[src/rtl/bsmms_pkg.sv]
// Shared types and constants for the bounded set min/max span block.
package bsmms_pkg;

   localparam int DATA_W = 32;
   localparam int CNT_W = 9;

   localparam logic [DATA_W-1:0] SIGN_BIAS = {1'b1, {(DATA_W-1){1'b0}}};
   localparam logic [DATA_W-1:0] GAP_ONES = {DATA_W{1'b1}};
   localparam logic [CNT_W-1:0] CAPACITY_RESET = 9'd256;

   typedef logic [DATA_W-1:0] word_type;
   typedef logic [CNT_W-1:0] count_type;

   typedef struct packed {
      logic wr_en;
      logic gap_en;
      logic chain_clr;
      logic chain_en;
   } cell_ctl_type;

endpackage

[src/rtl/bsmms_cell.sv]
// One storage cell: holds a value, its gap to the newcomer, and a stage of the min chain.
module bsmms_cell
   import bsmms_pkg::*;
#(
   parameter int unsigned INDEX = 0
) (
   input  logic         clock,
   input  cell_ctl_type ctl_i,
   input  count_type    wr_idx_i,
   input  word_type     wr_data_i,
   input  count_type    scan_cnt_i,
   input  word_type     newcomer_i,
   input  word_type     gap_i,
   output word_type     gap_o
);

   word_type value_ff, value_in;
   word_type own_gap_ff, own_gap_in;
   word_type chain_ff, chain_in;
   logic     occupied;
   logic     wr_hit;
   word_type abs_diff;

   assign occupied = (INDEX < 32'(scan_cnt_i));
   assign wr_hit   = ctl_i.wr_en && (32'(wr_idx_i) == INDEX);
   assign abs_diff = (newcomer_i >= value_ff) ? (newcomer_i - value_ff)
                                              : (value_ff - newcomer_i);

   always_comb begin
      value_in = value_ff;
      if (wr_hit) begin
         value_in = wr_data_i;
      end
   end

   always_comb begin
      own_gap_in = own_gap_ff;
      if (ctl_i.gap_en) begin
         own_gap_in = occupied ? abs_diff : GAP_ONES;
      end
   end

   // pass the smaller of this cell's gap and the upstream gap down the row; chain_clr sets it to all ones
   always_comb begin
      chain_in = chain_ff;
      if (ctl_i.chain_clr) begin
         chain_in = GAP_ONES;
      end else if (ctl_i.chain_en) begin
         chain_in = (own_gap_ff < gap_i) ? own_gap_ff : gap_i;
      end
   end

   always_ff @(posedge clock) begin
      value_ff   <= value_in;
      own_gap_ff <= own_gap_in;
      chain_ff   <= chain_in;
   end

   assign gap_o = chain_ff;

endmodule

[config.mk]
export PLATFORM = sky130hd
export DESIGN_NAME = bsmms_cell
export DESIGN_NICKNAME = d
export VERILOG_FILES = /design/src/rtl/bsmms_pkg.sv /design/src/rtl/bsmms_cell.sv
export SDC_FILE = /design/constraint.sdc
export NUM_CORES = 1
export LEC_CHECK = 0
export BUFFER_PORTS_ARGS = -buffer_cell sky130_fd_sc_hd__buf_2
export CORE_UTILIZATION = 35
export DETAILED_ROUTE_END_ITERATION = 7
export GPL_TIMING_DRIVEN = 0
export PLACE_DENSITY = 0.55
export SYNTH_ARGS = -nofsm -noshare
export SYNTH_HDL_FRONTEND = slang
export SYNTH_SLANG_ARGS = --single-unit
[constraint.sdc]
create_clock -name clock -period 8.7 [get_ports clock]
set_input_delay 2.61 -clock clock [delete_from_list [all_inputs] [get_ports clock]]
set_output_delay 2.61 -clock clock [all_outputs]
set_load 0.01 [all_outputs]
Yosys cells after proc, flatten, opt, wreduce, memory -nomap -nowiden
Cells that the tools add are included.
{"block": "word_totals", "wordCells": 12, "reg_bits": 96, "out_inout_bits": 32, "in_bits": 119}
{"block": "classes", "order_cmp": 3, "add_sub_neg": 2, "muxes": 2, "n_reduce_logical": 2}
{"operator": "$mux W32", "count": 2}
{"operator": "$sub A32 B32 Y32", "count": 2}
{"operator": "$ge A32 B32 Y1", "count": 1}
{"operator": "$lt A32 B32 Y1", "count": 1}
{"operator": "$logic_not A9 Y1", "count": 1}
{"operator": "$lt A1 B9 Y1 const A", "count": 1}
{"operator": "$logic_and A1 B1 Y1", "count": 1}

Depth between registers and ports, before layout
Gate-level depths: netlist of run 1.
{"block": "depth", "ltp_word": 2, "ltp_mapped": 13, "mapped_depth_nobuf": 12}

Worst setup path after synthesis of run 1
No wires, ideal clock.
{"block": "synth_path", "kind": "input port to flip-flop", "start": "input newcomer_i[0]", "end": "register own_gap_ff[11] (data pin)", "slack_ns": 3.603, "setup_time_ns": 0.268, "path_buffers": 1, "path_stages": 13, "arrival_ns": 4.829, "required_ns": 8.432, "path_cell_list": "inv_1 > ha_1 > fa_1 > nor2b_1 > o21ai_2 > a21o_1 > a211oi_2 > o21a_4 > nor2_2 > buf_6 > mux2_1 > xor2_1 > nand2_1"}
{"block": "synth_between", "elab_chain_len": 2, "word_cells_on_any_way": 4, "classes_between": "add/sub: 2; order compare: 1; mux: 1"}
{"item": "from (decl)", "line": "bsmms_cell.sv:12", "source": "input word_type newcomer_i,"}
{"item": "$sub A32 B32 Y32 (tied with other cells)", "line": "bsmms_cell.sv:27", "source": ": (value_ff - newcomer_i);"}
{"item": "$mux W32 (*)", "line": "bsmms_cell.sv:26", "source": "assign abs_diff = (newcomer_i >= value_ff) ? (newcomer_i - value_ff)"}
{"item": "to (signal assigned)", "line": "bsmms_cell.sv:55", "source": "own_gap_ff <= own_gap_in;"}
{"item": "to (decl)", "line": "bsmms_cell.sv:18", "source": "word_type own_gap_ff, own_gap_in;"}
Every way passes the cells marked *; elsewhere a longest branch is shown, timed or not.
A chain may end at the register's enable or synchronous reset.

Worst setup path after layout of run 1
{"block": "layout_path", "start": "input newcomer_i[23]", "end": "register own_gap_ff[21] (data pin)"}
{"block": "layout_between", "elab_chain_len": 2}
{"item": "$ge A32 B32 Y1", "line": "bsmms_cell.sv:26"}
{"item": "$mux W32", "line": "bsmms_cell.sv:26"}
Every way passes these cells.

==> results list, run 1 <==
* Commonest cells after routing, fill and taps aside: buf_2, a21oi_1, inv_1
- For this run, the detailed router's first-pass iteration total came to 5.
* Slowest CP cell: buf_2
- The floorplan has 55 rows.
- The clock reaches the later pin of the worst-skew pair after 0.36 ns.
* Number of top-level design ports: 151
* Unique cell type count in the Yosys netlist: 81
* Post-synthesis cell type with the largest combined area: edfxtp_1
- Final period demand of the worst path: 5.618 ns
* Maximum number of pins on one net before global-route repair: 33
- Quantity of hold-fixing buffers added after cts: 0
- Traced cell by cell, the critical path runs through buf_2 > inv_1 > ha_1 > buf_2 > a21oi_1 > o21ai_0 > a21oi_1 > o21ai_0 > o21a_4 > nor2_2 > buf_2 > mux2i_1 > xnor2_1 > nand2_1.
* Via count of the first global-routing pass: 6734
* Vias after detailed routing: 7086
- Share of cells above drive strength 1: 0.2031
* TritonCTS Sinks: 96
- Worst path most repeated cell: buf_2
- In this run the power density over the cells is 133.6 nW/um2.
- On the worst path, the slowest cell contributes a delay of 0.35 ns.
* H-Tree Level Count: 3
- Post-CTS setup buffer count: 0
- In the final timing run, aggregate negative setup slack is 0 ns.
- Final critical-path share of the clock period: 0.6458
- The startpoint identified for the worst hold timing path is gap_o[25].
* Setup crit end kind: register
* Synth Flop Type: edfxtp_1
- The critical path contains buffers and inverters numbering 4 combined.
- The worst setup path is of the in -> reg kind.
- Wire segments on met2 add up to 9312 um in the final route.
* Cell depth of the worst flop-to-flop path: 12
- Topmost layer with routed signal wires: met4
- After technology mapping, the gate count stands at 924.
- Hold Path Cell Cnt: 2
- For this block, the routed nets add up to 21700 um of wire.
* Timing startpoint of the critical path: newcomer_i[23]
- The share of synthesized area in the top cell type comes to 0.2375.
- The longest clock path from root to sink contains 2 buffers.
- Max rail drop VDD: 0.07230 mV
- After clock tree synthesis, the repair step resized 0 gates.
- Antenna-violating nets left: 0
* Initial antenna violation count: 0
* Family with the most delay on the worst path: compound AO/OA/AOI/OAI gates
* Mean routed wirelength per cell: 15.80 um
- In this run the worst path has a maximum fanout of 10.
- Prior to clock tree synthesis, the placed netlist has a worst setup slack of 2.747 ns.
- The worst register-to-register path begins at value_ff[23].
- Drt initial violations: 652
* Grt ovf: 0
- Post-Syn Area: 8093 um2
- The critical path runs through a total of 14 cells.
- After synthesis the netlist holds a flip-flop and latch count of 96.
* Half-perimeter wire length after detailed placement: 17830 um
* Average footprint of a synthesized cell: 8.758 um2
- Worst clock skew: 0.01379 ns
- Fmax: 178.0 MHz
- Max capacitance violation total: 0
- The die covers 23730 um2.
- The final count of hold timing violations came to 0.
* CTS Buf Count: 9
- Using the TritonRoute via totals, the vias-per-cell ratio works out to 5.161.
- CTS root buf: clkbuf_16
- For this block, wires on met1 add up to 10800 um.
- Core area: 22640 um2
* Overall die width: 154.1 um
- Counting every net in the synthesized netlist gives 1139.
- Most common library cell in the layout ignoring fill and taps: buf_2
- Number of flops mapped to enable cells by yosys: 64
* Setup Viol. Count Final: 0
- The die is 154.1 um tall.
- The final layout contains 1298 nets.
- The flow ran to the end, and the final reports show no timing, DRC or antenna violations.
- Tightest Pin Transition: 0.8856 ns
- In the post-synthesis netlist, the biggest area contributors are edfxtp_1, ha_1, dfxtp_1.
* Final GP Congestion: 0.8963
- First-pass GRT wire length: 34940 um
- Clock tree from TritonCTS: built
- Max Transition Viols Final: 0
- Number of remaining DRC errors: 0
- Data required time at the worst endpoint: 8.78 ns
* Routed length on met3: 1191 um
- Yosys warnings: 0
- ANT cells: 0
- Share of synthesized area occupied by flip-flops and latches: 0.3166
- The min-delay analysis places its worst path in the category reg -> reg.
- Data arrives at the worst endpoint at 5.70 ns.
- Count of input and output buffers: 148
- Clock-pin slew on the worst setup and hold paths: 0.07 ns
* Final critical-path setup slack: 3.082 ns
* Overall fraction of global-route tracks in use: 0.1854
- After synthesis, the share of flip-flops with an asynchronous set or reset is 0.
- Worst setup SP type: primary input
* Effective utilization at floorplan: 0.3574
* Leakage dissipation: 4.476 nW
* Rel. slew slack: 0.4061
* Signed area change from the synthesized netlist to the final layout: 17.16%
* Unrepaired setup endpoints after global routing: no
- Total power after layout: 1.267 mW
path summary, 6_finish.rpt:
path,end,slack [ns]
hold reg to reg,gap_o[25],0.50
hold / removal,gap_o[25],0.50
setup reg to reg,own_gap_ff[21],5.04
setup / recovery,own_gap_ff[21],3.08
kinds of logic after synthesis:
family	Yosys count	synth area share
compound gates	283	0.2242
simple gates	229	0.1421
buf+inv	153	0.08596
fa+ha+maj	96	0.1503
flops	96	0.3166
mux	48	0.06030
xor+xnor	19	0.02056
stage by stage:
step                      hold WS (ns)  utilization  cells  instance area [um2]
final                           0.5016       0.4188   1373                 9482
after global routing            0.5260       0.4188   1373                 9482
after CTS                       0.5052       0.4188   1373                 9482
after detailed placement        0.4871       0.4060   1357                 9191
after global placement          0.4820       0.4059   1357                 9190
after floorplan                 0.5193            -    924                 8093
synthesized netlist by cell type, drive strengths merged (6+ instances only):
| cell | count |
|---|---|
| a31oi | 10 |
| clkbuf | 18 |
| nand3 | 13 |
| o21ai | 49 |
| o211ai | 7 |
| buf | 30 |
| xnor2 | 13 |
| a211oi | 6 |
| dfxtp | 32 |
| and3 | 7 |
| a21o | 42 |
| mux2i | 45 |
| ha | 94 |
| nor3 | 44 |
| nand4 | 14 |
| nor4 | 7 |
| nand2 | 69 |
| nor2b | 9 |
| xor2 | 6 |
| nor2 | 42 |
| inv | 105 |
| o21a | 6 |
| edfxtp | 64 |
| a21oi | 115 |
flip-flops by register name, indices dropped and copies added (netlist names):
signal,cells
gap_o,32
own_gap_ff,32
value_ff,32
routing by layer:
layer  vias to the layer above  global-route usage
met5                         -                   0
met4                         0             0.05429
met3                        28             0.02847
met2                       235              0.2931
met1                      3181              0.2599
li1                       3642                   -
worst reg2reg max path, delay by kind of cell, from the launching register on:
family	cells	cell delay (ns)
AOI/OAI and AO/OA	5	1.25
xor gates and xnor gates	1	0.19
adders and majority gates	1	0.32
buffers and inverters	2	0.56
DFF	1	0.41
muxes	1	0.27
and+or+nand+nor	2	0.39
where the power goes:
part / switching, mW / leakage, nW / internal, mW
clock network: 0.196 / 0.145 / 0.214
logic: 0.181 / 3.47 / 0.140
registers: 0.0156 / 0.865 / 0.520
total: 0.393 / 4.48 / 0.873
area by class of cell:
cell class | instances | area [um2]
Fill cell | 2287 | 13160
Multi-Input combinational cell | 675 | 4836
Sequential cell | 96 | 2562
Timing Repair Buffer | 148 | 740.7
Inverter | 105 | 394.1
Tap cell | 285 | 356.6
Buffer | 48 | 301.5
Clock buffer | 11 | 254.0
Clock inverter | 5 | 36.28
(Power assumes the default switching activity.)
==> run 2, diff against run 1 <==
Settings changed: PLACE_DENSITY 0.55 to 0.57.
Clock period 8.7 ns to 4.8 ns, I/O delays scaled along.
==> run 2 against run 1 <==
Compared with the run above: cell area up 0.49%; clock-buffer cell count is 2 lower; worst setup slack got worse by 2.8 ns; sequential share of layout area decreased by 0.13 points; cell count unchanged; critical endpoint is now own_gap_ff[28]; largest cell class unchanged.
==> results list, run 2 (same netlist as run 1, synthesis figures left out) <==
- The number of buffers created by CTS was 9 (unchanged).
* Startpoint-to-endpoint class of the critical path: in -> reg
* Maximum number of buffers from clock root to sink: 2 (unchanged)
- Post-layout util: 0.4208 (+0.002044)
* Drt initial violations: 549 (-16%)
* Family with the most delay on the worst path: compound AO/OA/AOI/OAI gates
- Dividing the final minimum period by the clock period gives 0.9374.
- The setup TNS after final layout is 0 ns (unchanged).
- The most critical setup path has its startpoint at newcomer_i[23].
* Worst setup SP type: primary input
- The clock slew at the register clock pins of the worst setup and hold paths was 0.07 ns (about the same).
* Maximum number of pins on one net before global-route repair: 33 (unchanged)
- The number of vias per cell was 5.177 (+0.31%).
- Min-delay worst type: reg -> reg
* Number of search-and-repair iterations in the first detailed-routing pass: 5 (unchanged)
* Number of remaining DRC errors: 0 (unchanged)
* Delay contributed by the slowest stage of the critical path: 0.47 ns (+0.12 ns)
- First-pass GRT wire length: 35500 um (+1.6%)
- The initial antenna violation count came to 0 (unchanged).
* Placed insts: 1357 (unchanged)
* H-Tree Level Count: 3 (unchanged)
* Total power after layout: 2.403 mW (+90%)
- Grt ovf: 0 (unchanged)
* Slowest CP cell: o21ai_2
- The maximum net fanout on the critical path came to 10 (unchanged).
- Die Span Y: 154.1 um (unchanged)
- CTS resizes: 0 (unchanged)
* Arrival time at the worst endpoint: 4.60 ns (-1.10 ns)
- The remaining number of nets flagged by the antenna check after routing was 0 (unchanged).
* Final critical-path setup slack: 0.3003 ns (-2.781 ns)
* Post-CTS setup buffer count: 0 (unchanged)
* Worst hold margin: 0.5012 ns (-0.0004370 ns)
* Overall die width: 154.1 um (unchanged)
- Quantity of hold-fixing buffers added after cts: 0 (unchanged)
* Number of hold-slack violations in the final timing report: 0 (unchanged)
* Via count of the first global-routing pass: 6846 (+1.7%)
- Tightest Pin Transition: 0.8960 ns (+0.01039 ns)
* Worst path most repeated cell: a21oi_1
- The per-cell routed wire length was 16.02 um (+1.4%).
- TritonCTS built the clock tree.
- Setup Viol. Count Final: 0 (unchanged)
* Signed area change from the synthesized netlist to the final layout: 17.73%
* Run status: finished clean
- Setup crit end kind: register
- Data required time at the worst endpoint: 4.90 ns (-3.88 ns)
- Timing would allow up to 222.2 MHz.
* Core area: 22640 um2 (unchanged)
- The number of buffers and inverters on the critical path is 4 (unchanged).
* Max capacitance violation total: 0 (unchanged)
- Most common library cell in the layout ignoring fill and taps: buf_2
* Series of cell instances along the critical path: buf_2 > inv_1 > ha_1 > buf_2 > a21oi_1 > o21ai_0 > a21oi_1 > o21ai_0 > o21ai_2 > nand2_4 > buf_6 > nor4_2 > a21oi_1 > mux2i_1
- The count of nets after finishing came to 1298 (unchanged).
- Post-route cell area: 9528 um2 (+0.49%)
- Count of input and output buffers: 148 (unchanged)
- Insertion delay to the later sink of the worst-skew pair: 0.36 ns (about the same)
- The leakage dissipation was 4.494 nW (+0.42%).
* Ratio of total power to cell area: 252.2 nW/um2 (+89%)
* Post-layout instance count excluding filler cells: 1373 (unchanged)
- Commonest cells after routing, fill and taps aside: buf_2, a21oi_1, inv_1
- TritonCTS Sinks: 96 (unchanged)
- Half-perimeter wire length after detailed placement: 17980 um (+0.80%)
- Max Transition Viols Final: 0 (unchanged)
- Die area: 23730 um2 (unchanged)
* Effective utilization at floorplan: 0.3574 (unchanged)
* CTS root buf: clkbuf_16
- ANT cells: 0 (unchanged)
- Worst clock skew: 0.01332 ns (-0.0004659 ns)
- Subtracting the final worst setup slack from the clock period gives 4.500 ns.
- Instance area at placement: 9191 um2 (unchanged)
- Detailed Route WL: 22000 um (+1.4%)
- The worst-case setup slack after placement is -0.02640 ns (-2.774 ns).
- Startpoint of the most critical hold path: gap_o[20]
* Rel. slew slack: 0.3991 (-0.006969)
- Overall fraction of global-route tracks in use: 0.1900 (+0.004593)
* Vias after detailed routing: 7108 (+0.31%)
- The I/O pin count is 151 (unchanged).
* Unrepaired setup endpoints after global routing: no
- R2R Path Start: value_ff[23]
* Share of cells above drive strength 1: 0.2040 (+0.0009191)
- Row count: 55 (unchanged)
* Max rail drop VDD: 0.1396 mV (+93%)
* Final GP Congestion: 0.8981 (+0.20%)
## run 2: tightest hold or removal path, delay by kind of cell (launching register included)
| family | cells | cell delay, ns |
|---|---|---|
| compound gates | 1 | 0.09 |
| simple gates | 1 | 0.05 |
| flops | 1 | 0.32 |
## run 2: worst paths after layout
| kind | end | slack (ns) | depth (start not counted) |
|---|---|---|---|
| min | gap_o[20] | 0.50 | 2 |
| max reg2reg | own_gap_ff[28] | 1.10 | 12 |
| min reg2reg | gap_o[20] | 0.50 | 2 |
| max | own_gap_ff[28] | 0.30 | 14 |
## run 2: final cells by class
cell class	instances	area, um2
Timing Repair Buffer	148	740.7
Fill cell	2311	13110
Inverter	105	394.1
Clock inverter	7	111.4
Sequential cell	96	2562
Clock buffer	9	225.2
Tap cell	285	356.6
Multi-Input combinational cell	675	4836
Buffer	48	301.5
## run 2: power by group
group	internal [mW]	total, mW	switching (mW)	leakage, nW
Sequential	0.942	0.970	0.0279	0.865
Combinational	0.252	0.584	0.332	3.47
Clock	0.470	0.848	0.378	0.164
Total	1.66	2.40	0.738	4.49
## run 2: per-layer routing
metal,vias to the layer above,track usage,wire length (um)
li1,3647,-,-
met1,3226,0.2632,10900
met2,215,0.3002,9634
met3,20,0.03720,1220
met4,0,0.05095,247
met5,-,0,0
==> run 3, diff against run 2 <==
Settings changed: CORE_UTILIZATION 35 to 50, PLACE_DENSITY 0.57 to 0.76.
==> run 3 against run 2 <==
Compared with the run above: fmax grew 2.2%; global-route usage up 6.4 points; via count up 2.7%; critical endpoint is now own_gap_ff[19].
==> results list, run 3 (same netlist as run 1, synthesis figures left out) <==
* Run status: finished clean
- The per-cell routed wire length came to 16.01 um (about the same).
- Quantity of hold-fixing buffers added after cts: 0 (unchanged)
- The power density normalized to cell area is 245.7 nW/um2 (-2.6%).
* Initial antenna violation count: 0 (unchanged)
- The number of vias per cell was 5.599 (+8.2%).
* Rel. slew slack: 0.4048 (+0.005738)
- The number of remaining DRC errors was 0 (unchanged).
- The die outline height came to 129.2 um (-16%).
* Family with the most delay on the worst path: compound AO/OA/AOI/OAI gates
- CTS Buf Count: 9 (unchanged)
- Data required time at the worst endpoint: 4.89 ns (about the same)
* Fmax: 227.2 MHz (+2.2%)
* Unrepaired setup endpoints after global routing: no
- Final net count: 1298 (unchanged)
* Worst setup SP type: primary input
- Worst hold margin: 0.5026 ns (+0.001452 ns)
- Drt initial violations: 519 (-5.5%)
* Overall die width: 129.2 um (-16%)
- Detailed Route WL: 20870 um (-5.1%)
- Maximum number of buffers from clock root to sink: 2 (unchanged)
- The effective utilization at floorplan was 0.5113 (+0.1539).
- CTS root buf: clkbuf_16
* Clock tree from TritonCTS: built
- The delay of the slowest critical-path stage came to 0.35 ns (-0.12 ns).
- Largest fanout on the critical path: 10 (unchanged)
* Post-CTS setup buffer count: 0 (unchanged)
- Worst clock skew: 0.01087 ns (-0.002453 ns)
- The final setup violation count is 0 (unchanged).
- Core area: 15830 um2 (-30%)
- Accumulated negative setup slack: 0 ns (unchanged)
* Antenna-violating nets left: 0 (unchanged)
- The remaining global-route overflow is 0 (unchanged).
- The library cell used most frequently in the layout, excluding fill and tap cells, is buf_2.
- The number of H-tree levels was 3 (unchanged).
* Number of top-level design ports: 151 (unchanged)
- The reported max-cap violation count is 0 (unchanged).
- Instance area at placement: 9104 um2 (-0.95%)
* Slowest CP cell: buf_2
- Tightest Pin Transition: 0.8874 ns (-0.008556 ns)
* Max rail drop VDD: 0.1557 mV (+11%)
* Max Transition Viols Final: 0 (unchanged)
- The number of buffers and inverters on the critical path was 4 (unchanged).
- Series of cell instances along the critical path: buf_2 > inv_1 > ha_1 > buf_2 > a21oi_1 > o21ai_0 > a21oi_1 > o21ai_0 > o21a_4 > nor2_2 > buf_2 > mux2i_1 > xnor2_1 > nand2_1
- The insertion delay to the later sink of the worst-skew pair is 0.36 ns (about the same).
- Maximum number of pins on one net before global-route repair: 33 (unchanged)
* Worst path most repeated cell: buf_2
- Total power after layout: 2.311 mW (-3.8%)
- The share of final-layout standard cells stronger than drive strength 1 came to 0.2031 (-0.0009191).
- The global-route wire length before repair was 33180 um (-6.5%).
- The worst endpoint data arrival time came to 4.49 ns (-0.11 ns).
- Leakage dissipation: 4.480 nW (-0.32%)
- The worst hold path belongs to the class reg -> reg.
* Final critical-path share of the clock period: 0.9168 (-0.02059)
* Startpoint-to-endpoint class of the critical path: in -> reg
* Final period demand of the worst path: 4.401 ns (-0.09884 ns)
* CTS resizes: 0 (unchanged)
* Signed area change from the synthesized netlist to the final layout: 16.25%
- Number of hold-slack violations in the final timing report: 0 (unchanged)
- The library cells used most frequently in the layout, excluding fill and tap cells, are buf_2, a21oi_1, inv_1.
* Layout filler cell count: 1473 (-36%)
- Overall fraction of global-route tracks in use: 0.2543 (+0.06423)
- The total iterations of the first detailed-routing run is 6 (+1).
- Vias after detailed routing: 7301 (+2.7%)
- Die area: 16700 um2 (-30%)
- Placed insts: 1288 (-5.1%)
* Setup crit end kind: register
- The final RePlAce weighted congestion was 0.9529 (+6.1%).
- Post-route cell area: 9408 um2 (-1.3%)
* Half-perimeter wire length after detailed placement: 16930 um (-5.8%)
* TritonCTS Sinks: 96 (unchanged)
- The non-filler instance count after layout is 1304 (-5.0%).
- Via count of the first global-routing pass: 6739 (-1.6%)
- The clock slew at the register clock pins of the worst setup and hold paths came to 0.06 ns (about the same).
- Count of input and output buffers: 148 (unchanged)
- Row count: 46 (-16%)
- ANT cells: 0 (unchanged)
-- run 3: changes by cell type in the layout (fill, tap and decap cells not counted), sizes merged --
cell	change
bufinv	-1
clkbuf	+1
-- run 3: worst paths after layout --
path / startpoint / endpoint / slack, ns / depth (start not counted)
min reg2reg: gap_o[16] / gap_o[16] / 0.50 / 2
max reg2reg: value_ff[23] / own_gap_ff[19] / 1.21 / 12
min: gap_o[16] / gap_o[16] / 0.50 / 2
max: newcomer_i[23] / own_gap_ff[19] / 0.40 / 14
-- run 3: where the power goes --
part           total [mW]  switching, mW  internal, mW
sequential          0.970         0.0273         0.942
clock               0.755          0.342         0.413
combinational       0.587          0.332         0.254
total                2.31          0.701          1.61
-- run 3: metrics by stage --
stage | worst slack (ns) | utilization
2_1_floorplan | 0.8729 | -
3_3_place_gp | 0.07263 | 0.5752
3_5_place_dp | 0.07755 | 0.5752
4_1_cts | 0.4464 | 0.5943
5_1_grt | 0.2609 | 0.5944
6_report | 0.3991 | 0.5944
-- run 3: routing by layer --
layer  vias to the layer above  part of all wire  GRT usage
met5                         -                 0          0
met4                         0             0.018    0.08235
met3                        31             0.067    0.03840
met2                       295              0.45     0.4121
met1                      3319              0.47     0.3477
li1                       3656                 -          -
-- run 3: tightest hold or removal path, cell delays in order, from the launching register on --
cell     delay, ns
dfxtp_1       0.32
nor3_1        0.05
a21oi_1       0.09
-- run 3: final cells by class --
cell class                 count  area [um2]  area share
clock buffer                  10       229.0     0.02434
multi-input combinational    675        4836      0.5140
tap                          216       270.3     0.02873
inverter                     105       394.1     0.04189
sequential                    96        2562      0.2724
buffer                        48       301.5     0.03205
timing repair buffer         148       740.7     0.07873
clock inverter                 6       73.82    0.007847
